===== src/frtm_pkg.sv =====
// Shared types and constants for the flow rate trimmed mean monitor.
// No dependencies.
package frtm_pkg;

  localparam int unsigned RateW = 24;
  localparam int unsigned SumW  = 32;
  localparam logic [RateW-1:0] Max24 = {RateW{1'b1}};
  localparam logic [31:0] RateNum = 32'd256000000;
  localparam logic [3:0] ValidCap = 4'd10;

  typedef enum logic [2:0] {
    REG_COEFF     = 3'd0,
    REG_MIN_RATE  = 3'd1,
    REG_MAX_RATE  = 3'd2,
    REG_THRESHOLD = 3'd3,
    REG_HOLD_TIME = 3'd4
  } reg_idx_e;

  typedef enum logic [1:0] {
    STAT_GOOD = 2'd0,
    STAT_LOW  = 2'd1,
    STAT_HIGH = 2'd2
  } range_status_e;

  typedef enum logic [3:0] {
    ST_IDLE,
    ST_RATE_DIV,
    ST_ACCUM,
    ST_PULSE_DIV,
    ST_FLOW_START,
    ST_FLOW_DIV,
    ST_SHIFT,
    ST_SCAN,
    ST_MEAN_LO,
    ST_MEAN_HI,
    ST_FINISH,
    ST_OUT
  } ctrl_state_e;

  typedef enum logic [1:0] {
    DIV_RATE,
    DIV_PULSE,
    DIV_FLOW
  } div_sel_e;

  typedef struct packed {
    logic     load_in;
    logic     div_start;
    div_sel_e div_sel;
    logic     accum;
    logic     shift_win;
    logic     scan_clear;
    logic     scan_step;
    logic     mean_lo;
    logic     mean_hi;
    logic     finish;
  } dp_cmd_t;

  typedef struct packed {
    logic is_update;
    logic div_done;
    logic scan_done;
  } dp_status_t;

endpackage


===== src/frtm_divider.sv =====
// Restoring divider, one quotient bit per cycle, 40-bit dividend, 32-bit divisor.
// Depends on frtm_pkg only through the import convention.
module frtm_divider (
  input  logic        clk_i,
  input  logic        rst_ni,
  input  logic        start_i,
  input  logic [39:0] dividend_i,
  input  logic [31:0] divisor_i,
  output logic        done_o,
  output logic [39:0] quotient_o
);
  import frtm_pkg::*;

  logic [39:0] quo_q, quo_d;
  logic [32:0] rem_q, rem_d;
  logic [31:0] dvs_q, dvs_d;
  logic [5:0]  cnt_q, cnt_d;
  logic        busy_q, busy_d;
  logic        done_q, done_d;
  logic [32:0] trial;
  logic [32:0] shifted;

  always_comb begin
    shifted = {rem_q[31:0], quo_q[39]};
    trial   = shifted - {1'b0, dvs_q};
    quo_d   = quo_q;
    rem_d   = rem_q;
    dvs_d   = dvs_q;
    cnt_d   = cnt_q;
    busy_d  = busy_q;
    done_d  = 1'b0;
    if (start_i) begin
      quo_d  = dividend_i;
      rem_d  = '0;
      dvs_d  = divisor_i;
      cnt_d  = 6'd40;
      busy_d = 1'b1;
    end else if (busy_q) begin
      if (!trial[32]) begin
        rem_d = trial;
        quo_d = {quo_q[38:0], 1'b1};
      end else begin
        rem_d = shifted;
        quo_d = {quo_q[38:0], 1'b0};
      end
      cnt_d = cnt_q - 6'd1;
      if (cnt_q == 6'd1) begin
        busy_d = 1'b0;
        done_d = 1'b1;
      end
    end
  end

  always_ff @(posedge clk_i or negedge rst_ni) begin
    if (!rst_ni) begin
      busy_q <= 1'b0;
      done_q <= 1'b0;
      cnt_q  <= '0;
    end else begin
      busy_q <= busy_d;
      done_q <= done_d;
      cnt_q  <= cnt_d;
    end
  end

  always_ff @(posedge clk_i) begin
    quo_q <= quo_d;
    rem_q <= rem_d;
    dvs_q <= dvs_d;
  end

  assign done_o     = done_q;
  assign quotient_o = quo_q;
endmodule


===== src/frtm_datapath.sv =====
// Datapath: input capture, accumulator, window, scan and update logic.
// Depends on frtm_pkg and frtm_divider.
module frtm_datapath #(
  parameter int unsigned WindowLen  = 10,
  parameter int unsigned MaxSamples = 255
) (
  input  logic                     clk_i,
  input  logic                     rst_ni,
  input  frtm_pkg::dp_cmd_t        cmd_i,
  output frtm_pkg::dp_status_t     status_o,
  input  logic                     func_i,
  input  logic [23:0]              period_us_i,
  input  logic [31:0]              now_ms_i,
  input  logic [15:0]              coefficient_q8_i,
  input  logic [23:0]              min_rate_i,
  input  logic [23:0]              max_rate_i,
  input  logic [23:0]              enable_threshold_i,
  input  logic [15:0]              hold_time_ms_i,
  output logic [23:0]              flow_rate_o,
  output logic [23:0]              pulse_rate_o,
  output logic [1:0]               range_status_o,
  output logic [3:0]               valid_count_o,
  output logic                     spraying_on_o
);
  import frtm_pkg::*;

  localparam int unsigned IdxW = $clog2(WindowLen);
  localparam int unsigned WsumW = RateW + $clog2(WindowLen + 1);
  // trimmed mean: floor(x / TrimD) as x * Recip >> MulK, in two 16-bit halves
  localparam int unsigned TrimD = WindowLen - 2;
  localparam int unsigned MulK  = WsumW + $clog2(TrimD);
  localparam int unsigned PartW = WsumW + 16;
  localparam int unsigned ProdW = WsumW + 32;
  localparam logic [63:0] Recip = ((64'd1 << MulK) + 64'(TrimD) - 64'd1) / 64'(TrimD);
  localparam logic [15:0] RecipLo = Recip[15:0];
  localparam logic [15:0] RecipHi = Recip[31:16];

  logic        func_q;
  logic [23:0] period_q;
  logic [31:0] now_q;
  logic [31:0] rate_sum_q;
  logic [7:0]  sample_count_q;
  logic [23:0] win_q [WindowLen];
  logic [23:0] pulse_q, flow_q, mean_q, hi_q, lo_q;
  logic [WsumW-1:0] wsum_q;
  logic [IdxW-1:0] idx_q;
  logic [3:0]  good_q;
  logic [31:0] hold_start_q;
  logic        hold_started_q, enabled_q;
  logic [1:0]  status_q;
  logic [ProdW-1:0] prod_q;

  logic        div_done;
  logic [39:0] div_q;
  logic [39:0] dvd;
  logic [31:0] dvs;
  logic [23:0] div_sat;
  logic [23:0] rate_n;
  logic [23:0] cur;
  logic [32:0] acc;
  logic [23:0] mean_n;
  logic [1:0]  stat_n;
  logic [WsumW-1:0] trimmed;
  logic [15:0] recip_half;
  logic [PartW-1:0] part;
  logic [ProdW-1:0] prod_sum;
  logic [ProdW-1:0] mean_wide;

  assign div_sat = (div_q[39:24] != '0) ? Max24 : div_q[23:0];
  assign trimmed = wsum_q - WsumW'(hi_q) - WsumW'(lo_q);

  always_comb begin
    unique case (cmd_i.div_sel)
      DIV_RATE:  begin dvd = 40'(RateNum);             dvs = 32'(period_q); end
      DIV_PULSE: begin dvd = 40'(rate_sum_q);          dvs = 32'(sample_count_q); end
      DIV_FLOW:  begin dvd = {8'd0, pulse_q, 8'd0};    dvs = 32'(coefficient_q8_i); end
      default:   begin dvd = '0;                       dvs = '0; end
    endcase
  end

  frtm_divider u_div (
    .clk_i      (clk_i),
    .rst_ni     (rst_ni),
    .start_i    (cmd_i.div_start),
    .dividend_i (dvd),
    .divisor_i  (dvs),
    .done_o     (div_done),
    .quotient_o (div_q)
  );

  assign rate_n = (period_q == '0) ? Max24 : div_sat;
  assign cur = win_q[idx_q];
  assign acc = {1'b0, rate_sum_q} + 33'(rate_n);

  assign recip_half = cmd_i.mean_hi ? RecipHi : RecipLo;
  assign part       = PartW'(trimmed) * PartW'(recip_half);
  assign prod_sum   = prod_q + (ProdW'(part) << 16);
  assign mean_wide  = prod_sum >> MulK;
  assign mean_n     = mean_wide[23:0];

  always_comb begin
    priority if (mean_q > max_rate_i) stat_n = STAT_HIGH;
    else if (mean_q < min_rate_i)     stat_n = STAT_LOW;
    else                              stat_n = STAT_GOOD;
  end

  always_ff @(posedge clk_i) begin
    if (cmd_i.load_in) begin
      func_q   <= func_i;
      period_q <= period_us_i;
      now_q    <= now_ms_i;
    end
    if (div_done) begin
      unique case (cmd_i.div_sel)
        DIV_RATE:  ;
        DIV_PULSE: pulse_q <= (sample_count_q == '0) ? '0 : div_sat;
        DIV_FLOW:  flow_q  <= (coefficient_q8_i == '0) ? Max24 : div_sat;
        default:   ;
      endcase
    end
    if (cmd_i.mean_lo) prod_q <= ProdW'(part);
    if (cmd_i.mean_hi) mean_q <= mean_n;
    if (cmd_i.scan_clear) begin
      wsum_q <= '0;
      hi_q   <= '0;
      lo_q   <= Max24;
    end else if (cmd_i.scan_step) begin
      wsum_q <= wsum_q + WsumW'(cur);
      if (cur > hi_q) hi_q <= cur;
      if (cur < lo_q) lo_q <= cur;
    end
  end

  always_ff @(posedge clk_i or negedge rst_ni) begin
    if (!rst_ni) begin
      rate_sum_q     <= '0;
      sample_count_q <= '0;
      for (int i = 0; i < WindowLen; i++) win_q[i] <= '0;
      idx_q          <= '0;
      good_q         <= '0;
      hold_start_q   <= '0;
      hold_started_q <= 1'b0;
      enabled_q      <= 1'b0;
      status_q       <= STAT_GOOD;
    end else begin
      if (cmd_i.accum && sample_count_q < 8'(MaxSamples)) begin
        rate_sum_q     <= acc[32] ? 32'hFFFF_FFFF : acc[31:0];
        sample_count_q <= sample_count_q + 8'd1;
      end
      if (cmd_i.shift_win) begin
        for (int i = 1; i < WindowLen; i++) win_q[i-1] <= win_q[i];
        win_q[WindowLen-1] <= flow_q;
        rate_sum_q     <= '0;
        sample_count_q <= '0;
      end
      if (cmd_i.scan_clear) idx_q <= '0;
      else if (cmd_i.scan_step) idx_q <= idx_q + IdxW'(1);
      if (cmd_i.finish) begin
        status_q <= stat_n;
        if (stat_n == STAT_GOOD) begin
          if (good_q < ValidCap) good_q <= good_q + 4'd1;
        end else begin
          good_q <= '0;
        end
        if (mean_q > enable_threshold_i && !enabled_q) begin
          if (!hold_started_q) begin
            hold_started_q <= 1'b1;
            hold_start_q   <= now_q;
          end else if ((now_q - hold_start_q) > 32'(hold_time_ms_i)) begin
            enabled_q <= 1'b1;
          end
        end else begin
          hold_started_q <= 1'b0;
          hold_start_q   <= '0;
        end
      end
    end
  end

  assign status_o.is_update = func_q;
  assign status_o.div_done  = div_done;
  assign status_o.scan_done = (idx_q == IdxW'(WindowLen - 1));

  assign flow_rate_o    = mean_q;
  assign pulse_rate_o   = pulse_q;
  assign range_status_o = status_q;
  assign valid_count_o  = good_q;
  assign spraying_on_o  = enabled_q;
endmodule


===== src/frtm_ctrl.sv =====
// Controller state machine sequencing the datapath per item.
// Depends on frtm_pkg.
module frtm_ctrl (
  input  logic                 clk_i,
  input  logic                 rst_ni,
  input  logic                 in_valid,
  output logic                 in_ready,
  output logic                 out_valid,
  input  logic                 out_ready,
  input  frtm_pkg::dp_status_t status_i,
  output frtm_pkg::dp_cmd_t    cmd_o
);
  import frtm_pkg::*;

  ctrl_state_e state_q, state_d;

  always_ff @(posedge clk_i or negedge rst_ni) begin
    if (!rst_ni) state_q <= ST_IDLE;
    else         state_q <= state_d;
  end

  always_comb begin
    state_d = state_q;
    unique case (state_q)
      ST_IDLE:       if (in_valid) state_d = ST_RATE_DIV;
      ST_RATE_DIV:   state_d = status_i.is_update ? ST_PULSE_DIV : ST_ACCUM;
      ST_ACCUM:      if (status_i.div_done) state_d = ST_IDLE;
      ST_PULSE_DIV:  if (status_i.div_done) state_d = ST_FLOW_START;
      ST_FLOW_START: state_d = ST_FLOW_DIV;
      ST_FLOW_DIV:   if (status_i.div_done) state_d = ST_SHIFT;
      ST_SHIFT:      state_d = ST_SCAN;
      ST_SCAN:       if (status_i.scan_done) state_d = ST_MEAN_LO;
      ST_MEAN_LO:    state_d = ST_MEAN_HI;
      ST_MEAN_HI:    state_d = ST_FINISH;
      ST_FINISH:     state_d = ST_OUT;
      ST_OUT:        if (out_ready) state_d = ST_IDLE;
      default:       state_d = ST_IDLE;
    endcase
  end

  always_comb begin
    cmd_o      = '0;
    cmd_o.div_sel = DIV_RATE;
    in_ready   = 1'b0;
    out_valid  = 1'b0;
    unique case (state_q)
      ST_IDLE: begin
        in_ready      = 1'b1;
        cmd_o.load_in = in_valid;
      end
      ST_RATE_DIV: begin
        cmd_o.div_start = 1'b1;
        cmd_o.div_sel   = status_i.is_update ? DIV_PULSE : DIV_RATE;
      end
      ST_ACCUM: begin
        cmd_o.div_sel = DIV_RATE;
        cmd_o.accum   = status_i.div_done;
      end
      ST_PULSE_DIV: begin
        cmd_o.div_sel = DIV_PULSE;
      end
      ST_FLOW_START: begin
        cmd_o.div_sel   = DIV_FLOW;
        cmd_o.div_start = 1'b1;
      end
      ST_FLOW_DIV: begin
        cmd_o.div_sel = DIV_FLOW;
      end
      ST_SHIFT: begin
        cmd_o.shift_win  = 1'b1;
        cmd_o.scan_clear = 1'b1;
      end
      ST_SCAN:    cmd_o.scan_step = 1'b1;
      ST_MEAN_LO: cmd_o.mean_lo   = 1'b1;
      ST_MEAN_HI: cmd_o.mean_hi   = 1'b1;
      ST_FINISH:  cmd_o.finish    = 1'b1;
      ST_OUT:     out_valid       = 1'b1;
      default: ;
    endcase
  end
endmodule


===== src/flow_rate_trimmed_mean_monitor.sv =====
// Top level of the flow rate trimmed mean monitor.
// Depends on frtm_pkg, frtm_ctrl, frtm_datapath.
//
// Input channel (in_valid/in_ready): func_i 0 carries a pulse period sample,
// func_i 1 an update tick with the time in ms. Samples produce no output; each
// update produces one transfer on the output channel (out_valid/out_ready).
// Config channel (cfg_valid/cfg_ready, cfg_index_i, cfg_data_i) is always
// ready; write only while the block is idle.
// A sample is handled with one bit-serial divide and an accumulate step.
// An update runs the pulse and flow divides, the window scan and a reciprocal
// multiply in two 16-bit halves for the trimmed mean before its result shows.
// One item is processed at a time; the next is taken once the controller has
// returned from the output state to idle.
// The result is held on the outputs until out_ready; no new item is taken
// while it waits.
// Reset clears the accumulator, the window, counters, the flag and restores
// register defaults.
module flow_rate_trimmed_mean_monitor #(
  parameter int unsigned WINDOW_LEN  = 10,
  parameter int unsigned MAX_SAMPLES = 255
) (
  input  logic        clk_i,
  input  logic        rst_ni,
  input  logic        in_valid,
  output logic        in_ready,
  input  logic        func_i,
  input  logic [23:0] period_us_i,
  input  logic [31:0] now_ms_i,
  output logic        out_valid,
  input  logic        out_ready,
  output logic [23:0] flow_rate_o,
  output logic [23:0] pulse_rate_o,
  output logic [1:0]  range_status_o,
  output logic [3:0]  valid_count_o,
  output logic        spraying_on_o,
  input  logic        cfg_valid,
  output logic        cfg_ready,
  input  logic [2:0]  cfg_index_i,
  input  logic [23:0] cfg_data_i
);
  import frtm_pkg::*;

  logic [15:0] coeff_q;
  logic [23:0] min_q, max_q, thr_q;
  logic [15:0] hold_q;
  dp_cmd_t     cmd;
  dp_status_t  st;

  assign cfg_ready = 1'b1;

  always_ff @(posedge clk_i or negedge rst_ni) begin
    if (!rst_ni) begin
      coeff_q <= 16'd4096;
      min_q   <= 24'd0;
      max_q   <= 24'd2560;
      thr_q   <= 24'd256;
      hold_q  <= 16'd1000;
    end else if (cfg_valid) begin
      unique case (cfg_index_i)
        REG_COEFF:     coeff_q <= cfg_data_i[15:0];
        REG_MIN_RATE:  min_q   <= cfg_data_i;
        REG_MAX_RATE:  max_q   <= cfg_data_i;
        REG_THRESHOLD: thr_q   <= cfg_data_i;
        REG_HOLD_TIME: hold_q  <= cfg_data_i[15:0];
        default: ;
      endcase
    end
  end

  frtm_ctrl u_ctrl (
    .clk_i     (clk_i),
    .rst_ni    (rst_ni),
    .in_valid  (in_valid),
    .in_ready  (in_ready),
    .out_valid (out_valid),
    .out_ready (out_ready),
    .status_i  (st),
    .cmd_o     (cmd)
  );

  frtm_datapath #(
    .WindowLen  (WINDOW_LEN),
    .MaxSamples (MAX_SAMPLES)
  ) u_dp (
    .clk_i              (clk_i),
    .rst_ni             (rst_ni),
    .cmd_i              (cmd),
    .status_o           (st),
    .func_i             (func_i),
    .period_us_i        (period_us_i),
    .now_ms_i           (now_ms_i),
    .coefficient_q8_i   (coeff_q),
    .min_rate_i         (min_q),
    .max_rate_i         (max_q),
    .enable_threshold_i (thr_q),
    .hold_time_ms_i     (hold_q),
    .flow_rate_o        (flow_rate_o),
    .pulse_rate_o       (pulse_rate_o),
    .range_status_o     (range_status_o),
    .valid_count_o      (valid_count_o),
    .spraying_on_o      (spraying_on_o)
  );
endmodule

===== config.mk =====
export PLATFORM = sky130hd
export DESIGN_NAME = flow_rate_trimmed_mean_monitor
export DESIGN_NICKNAME = d
export VERILOG_FILES = /design/src/frtm_pkg.sv /design/src/frtm_divider.sv /design/src/frtm_datapath.sv /design/src/frtm_ctrl.sv /design/src/flow_rate_trimmed_mean_monitor.sv
export SDC_FILE = /design/constraint.sdc
export NUM_CORES = 2
export LEC_CHECK = 0
export ABC_AREA = 1
export BUFFER_PORTS_ARGS = -buffer_cell sky130_fd_sc_hd__buf_2
export CAP_MARGIN = 10
export CORE_MARGIN = 5
export CORE_UTILIZATION = 50
export DETAILED_ROUTE_END_ITERATION = 10
export GPL_TIMING_DRIVEN = 1
export HOLD_SLACK_MARGIN = 0.12
export PLACE_DENSITY = 0.63
export SLEW_MARGIN = 20
export SYNTH_ARGS = -nofsm -noshare
export SYNTH_HDL_FRONTEND = slang
export SYNTH_SLANG_ARGS = --single-unit
export TNS_END_PERCENT = 5

===== constraint.sdc =====
create_clock -name clk_i -period 4.2 [get_ports clk_i]
set_input_delay 0.84 -clock clk_i [delete_from_list [all_inputs] [get_ports clk_i]]
set_output_delay 0.84 -clock clk_i [all_outputs]
set_load 0.01 [all_outputs]

==> results_dict.tcl <==
set metrics [dict create \
    critPathLaunchType "register" \
    finalHoldViolCount 0 \
    drive_gt1_share_pct 8.322 \
    fin_tns_setup_ns 0 \
    ir_drop_uv 450.1 \
    drt_iter0_markers 3185 \
    place_inst 6955 \
    grt_pass1_vias 35970 \
    grt_max_degree 165 \
    place_congestion 0.9516 \
    ff2ff_path_depth 19 \
    std_cell_rows 109 \
    root_buffer "clkbuf_16" \
    leakagePower_nw 23.71 \
    synthTopCellsByCount "1528 x nand2_1, 773 x inv_1, 607 x o21ai_0" \
    status "finished, final reports clean" \
    fin_util_pct 56.29 \
    synth_top_area_share_pct 24.26 \
    m1WireLength_mm 56.90 \
    ys_warn_count 0 \
    layout.nets 6276 \
    hp-class "in -> async" \
    cts_max_level 3 \
    vias 37840 \
    die_w_um 307.9 \
    fp.dieH_um 307.9 \
    initial_utilization_pct 50.27 \
    min_period_ns 3.854 \
    ys.flop_type "dfrtp_1" \
    maxClockFrequency_mhz 259.5 \
    syn_area_sq_um 44360 \
    yosys-top-cells-area "dfrtp_1 24%, edfxtp_1 14%, nand2_1 13%, ha_1 8.0%, o21ai_0 6.8%" \
    antennaDiodeCount 0 \
    grt_pass1_wl_mm 194.6 \
    hold_ws_ns 0.1630 \
    power_density_nw_per_um2 769.0 \
    ys_ff_latch 753 \
    drc 0 \
    yosysMostFrequentCell "nand2_1" \
    avgSynthCellArea_sq_um 7.734 \
    routed_wl_mm 121.0 \
    vias_per_cell 5.320 \
    async_flop_share_pct 58.43 \
    synthCells 5736 \
    skew_ns 0.03525 \
    slew_headroom_pct 29.86 \
    dieArea_sq_um 94780 \
    power.total_w 0.03819 \
    regToRegSetupSlack_ns 0.35 \
    clock_path_buffers 3 \
    ant_nets 0 \
    worstSetupEndpointType "register" \
    dr.pass1.iters 5 \
    crit_type "reg -> reg" \
    synth.yosys.seq_area_share_pct 43.60 \
    final_cells 7113 \
    maxCapViolCount 0 \
    synth_top_area_cell "dfrtp_1" \
    crit_fanout 6 \
    clk_pin_slew_ns 0.06 \
    ios 147 \
    wl_met3_mm 6.464 \
    cts_tree "built" \
    wl_met2_mm 53.48 \
    worst_slew_pin_slew_ns 1.049 \
    cp.required_ns 4.61 \
    clkLatencyLatePin_ns 0.68 \
    ctsHoldBuffers 0 \
    clock_sinks 753 \
    port-buffer-count 145 \
    synth_edf_count 205 \
    dp_hpwl_mm 89.22 \
    area_growth_pct 11.96 \
    post-route-period-util_pct 91.76 \
    core_sq_um 88240 \
    cts_buffers 84 \
    grt_util_all_layers_pct 25.28 \
    synth_nets 6135 \
    synthDistinctLibCells 66 \
    finalSetupViolCount 0 \
    antenna_found_initial 2 \
    wl_per_cell_um 17.01 \
    report.final.slew_viol_count 0 \
    gr-total-overflow 0 \
    cp.arrival_ns 4.26 \
    routed.top_layer "met4" \
]
==> cell families (layout without fill, tap and decap cells) <==
kind of cell	after synthesis	count (layout)	synth area share, %
AOI/OAI and AO/OA	1169	1169	13.97
xor gates and xnor gates	97	97	1.949
adders and majority gates	310	310	9.217
buffers and inverters	990	1202	8.535
DFF	753	753	43.60
muxes	1	1	0.02538
other	1	1	0.008453
and+or+nand+nor	2415	2415	22.69
==> registers in the layout, summed over array words and instances, names as in the netlist, 12 cells and up <==
signal / flops
u_dp.now_q: 32
u_dp.prod_q: 12
u_dp.rate_sum_q: 32
min_q: 24
u_dp.u_div.rem_q: 32
u_dp.pulse_rate_o: 24
u_dp.lo_q: 24
u_dp.hold_start_q: 32
hold_q: 16
u_dp.hi_q: 24
u_dp.flow_q: 24
u_dp.u_div.dvs_q: 24
thr_q: 24
coeff_q: 16
u_dp.wsum_q: 28
u_dp.flow_rate_o: 24
max_q: 24
u_dp.win_q: 240
u_dp.u_div.quotient_o: 40
u_dp.period_q: 24
==> layout make-up <==
| class | instances | area [sq um] |
|---|---|---|
| inverters | 789 | 2967 |
| flip-flops and latches | 753 | 19350 |
| repair buffers | 256 | 1694 |
| multi-input cells | 3993 | 21300 |
| clock buffers | 118 | 2371 |
| fillers | 8404 | 38570 |
| clock inverters | 39 | 535.5 |
| well taps | 1165 | 1458 |
==> critical path, cell delays in order, from the launching register on <==
cell,delay [ns]
dfxtp_1,0.34
inv_1,0.08
fa_1,0.46
ha_1,0.39
or2_1,0.27
nand3_1,0.12
nand2_2,0.12
inv_1,0.06
o21ai_0,0.08
o21ai_0,0.16
a21oi_1,0.07
ha_1,0.36
nand2_1,0.12
o21ai_0,0.19
a21oi_1,0.09
nand2_4,0.12
nand2_2,0.09
nor2_2,0.21
nand3_1,0.12
xor2_1,0.15
==> layout by cell type, fill, tap and decap left out, drive strengths merged, types with 4 or more instances in the layout <==
master	Yosys	routed
a21oi	380	380
nand3	358	358
clkinvlp	0	4
nand4	48	48
dfrtp	430	430
a22oi	19	19
a31oi	17	17
nor4	27	27
edfxtp	205	205
nor3	42	42
a21boi	7	7
fa	28	28
o22ai	6	6
o221ai	5	5
xnor2	33	33
xor2	64	64
o21a	13	13
o21ai	653	653
o21bai	20	20
nand2	1547	1547
or2	9	9
nand3b	17	17
ha	282	282
inv	787	789
a21o	17	17
o211ai	19	19
clkbuf	144	118
dfxtp	108	108
dfstp	10	10
clkinv	2	27
bufinv	0	8
nor2	361	361
buf	57	256
==> worst paths after layout <==
path / startpoint / to
min in group clk_i: period_us_i[18] / u_dp.period_q[18]$_DFFE_PP_
setup / recovery: u_dp.lo_q[3]$_SDFFE_PP1P_ / u_dp.flow_rate_o[20]$_DFFE_PN_
hold / removal: rst_ni / u_dp.rate_sum_q[27]$_DFFE_PN0P_
hold reg to reg: u_dp.flow_q[15]$_SDFFCE_PN1P_ / u_dp.win_q[15]$_DFFE_PN0P_
setup reg to reg: u_dp.lo_q[3]$_SDFFE_PP1P_ / u_dp.flow_rate_o[20]$_DFFE_PN_
max in group asynchronous: rst_ni / u_dp.win_q[192]$_DFFE_PN0P_
==> through the flow <==
stage                     setup slack [ns]  instance area (sq um)
after floorplan                     0.3852                  44360
after global placement              0.3233                  46720
after detailed placement            0.3020                  46720
after CTS                           0.2933                  49630
after global routing              -0.01800                  49670
final                               0.3462                  49670
==> power breakdown <==
group          switching, W  internal, W
Combinational        0.0131      0.00681
Clock               0.00317      0.00449
Sequential          0.00112      0.00948
Total                0.0174       0.0208
==> metal layers <==
layer  global-route usage, %  vias to the layer above
met4                   8.177                        0
met3                   3.145                      217
li1                        -                    19050
met5                       0                        -
met2                   39.68                      951
met1                   36.72                    17630
==> timing repair <==
action / CTS / global route
setup endpoints to repair: 0 / 6
buffers inserted: 0 / 1
resized for setup: 0 / 7
Power figures use the tool's default switching activity.
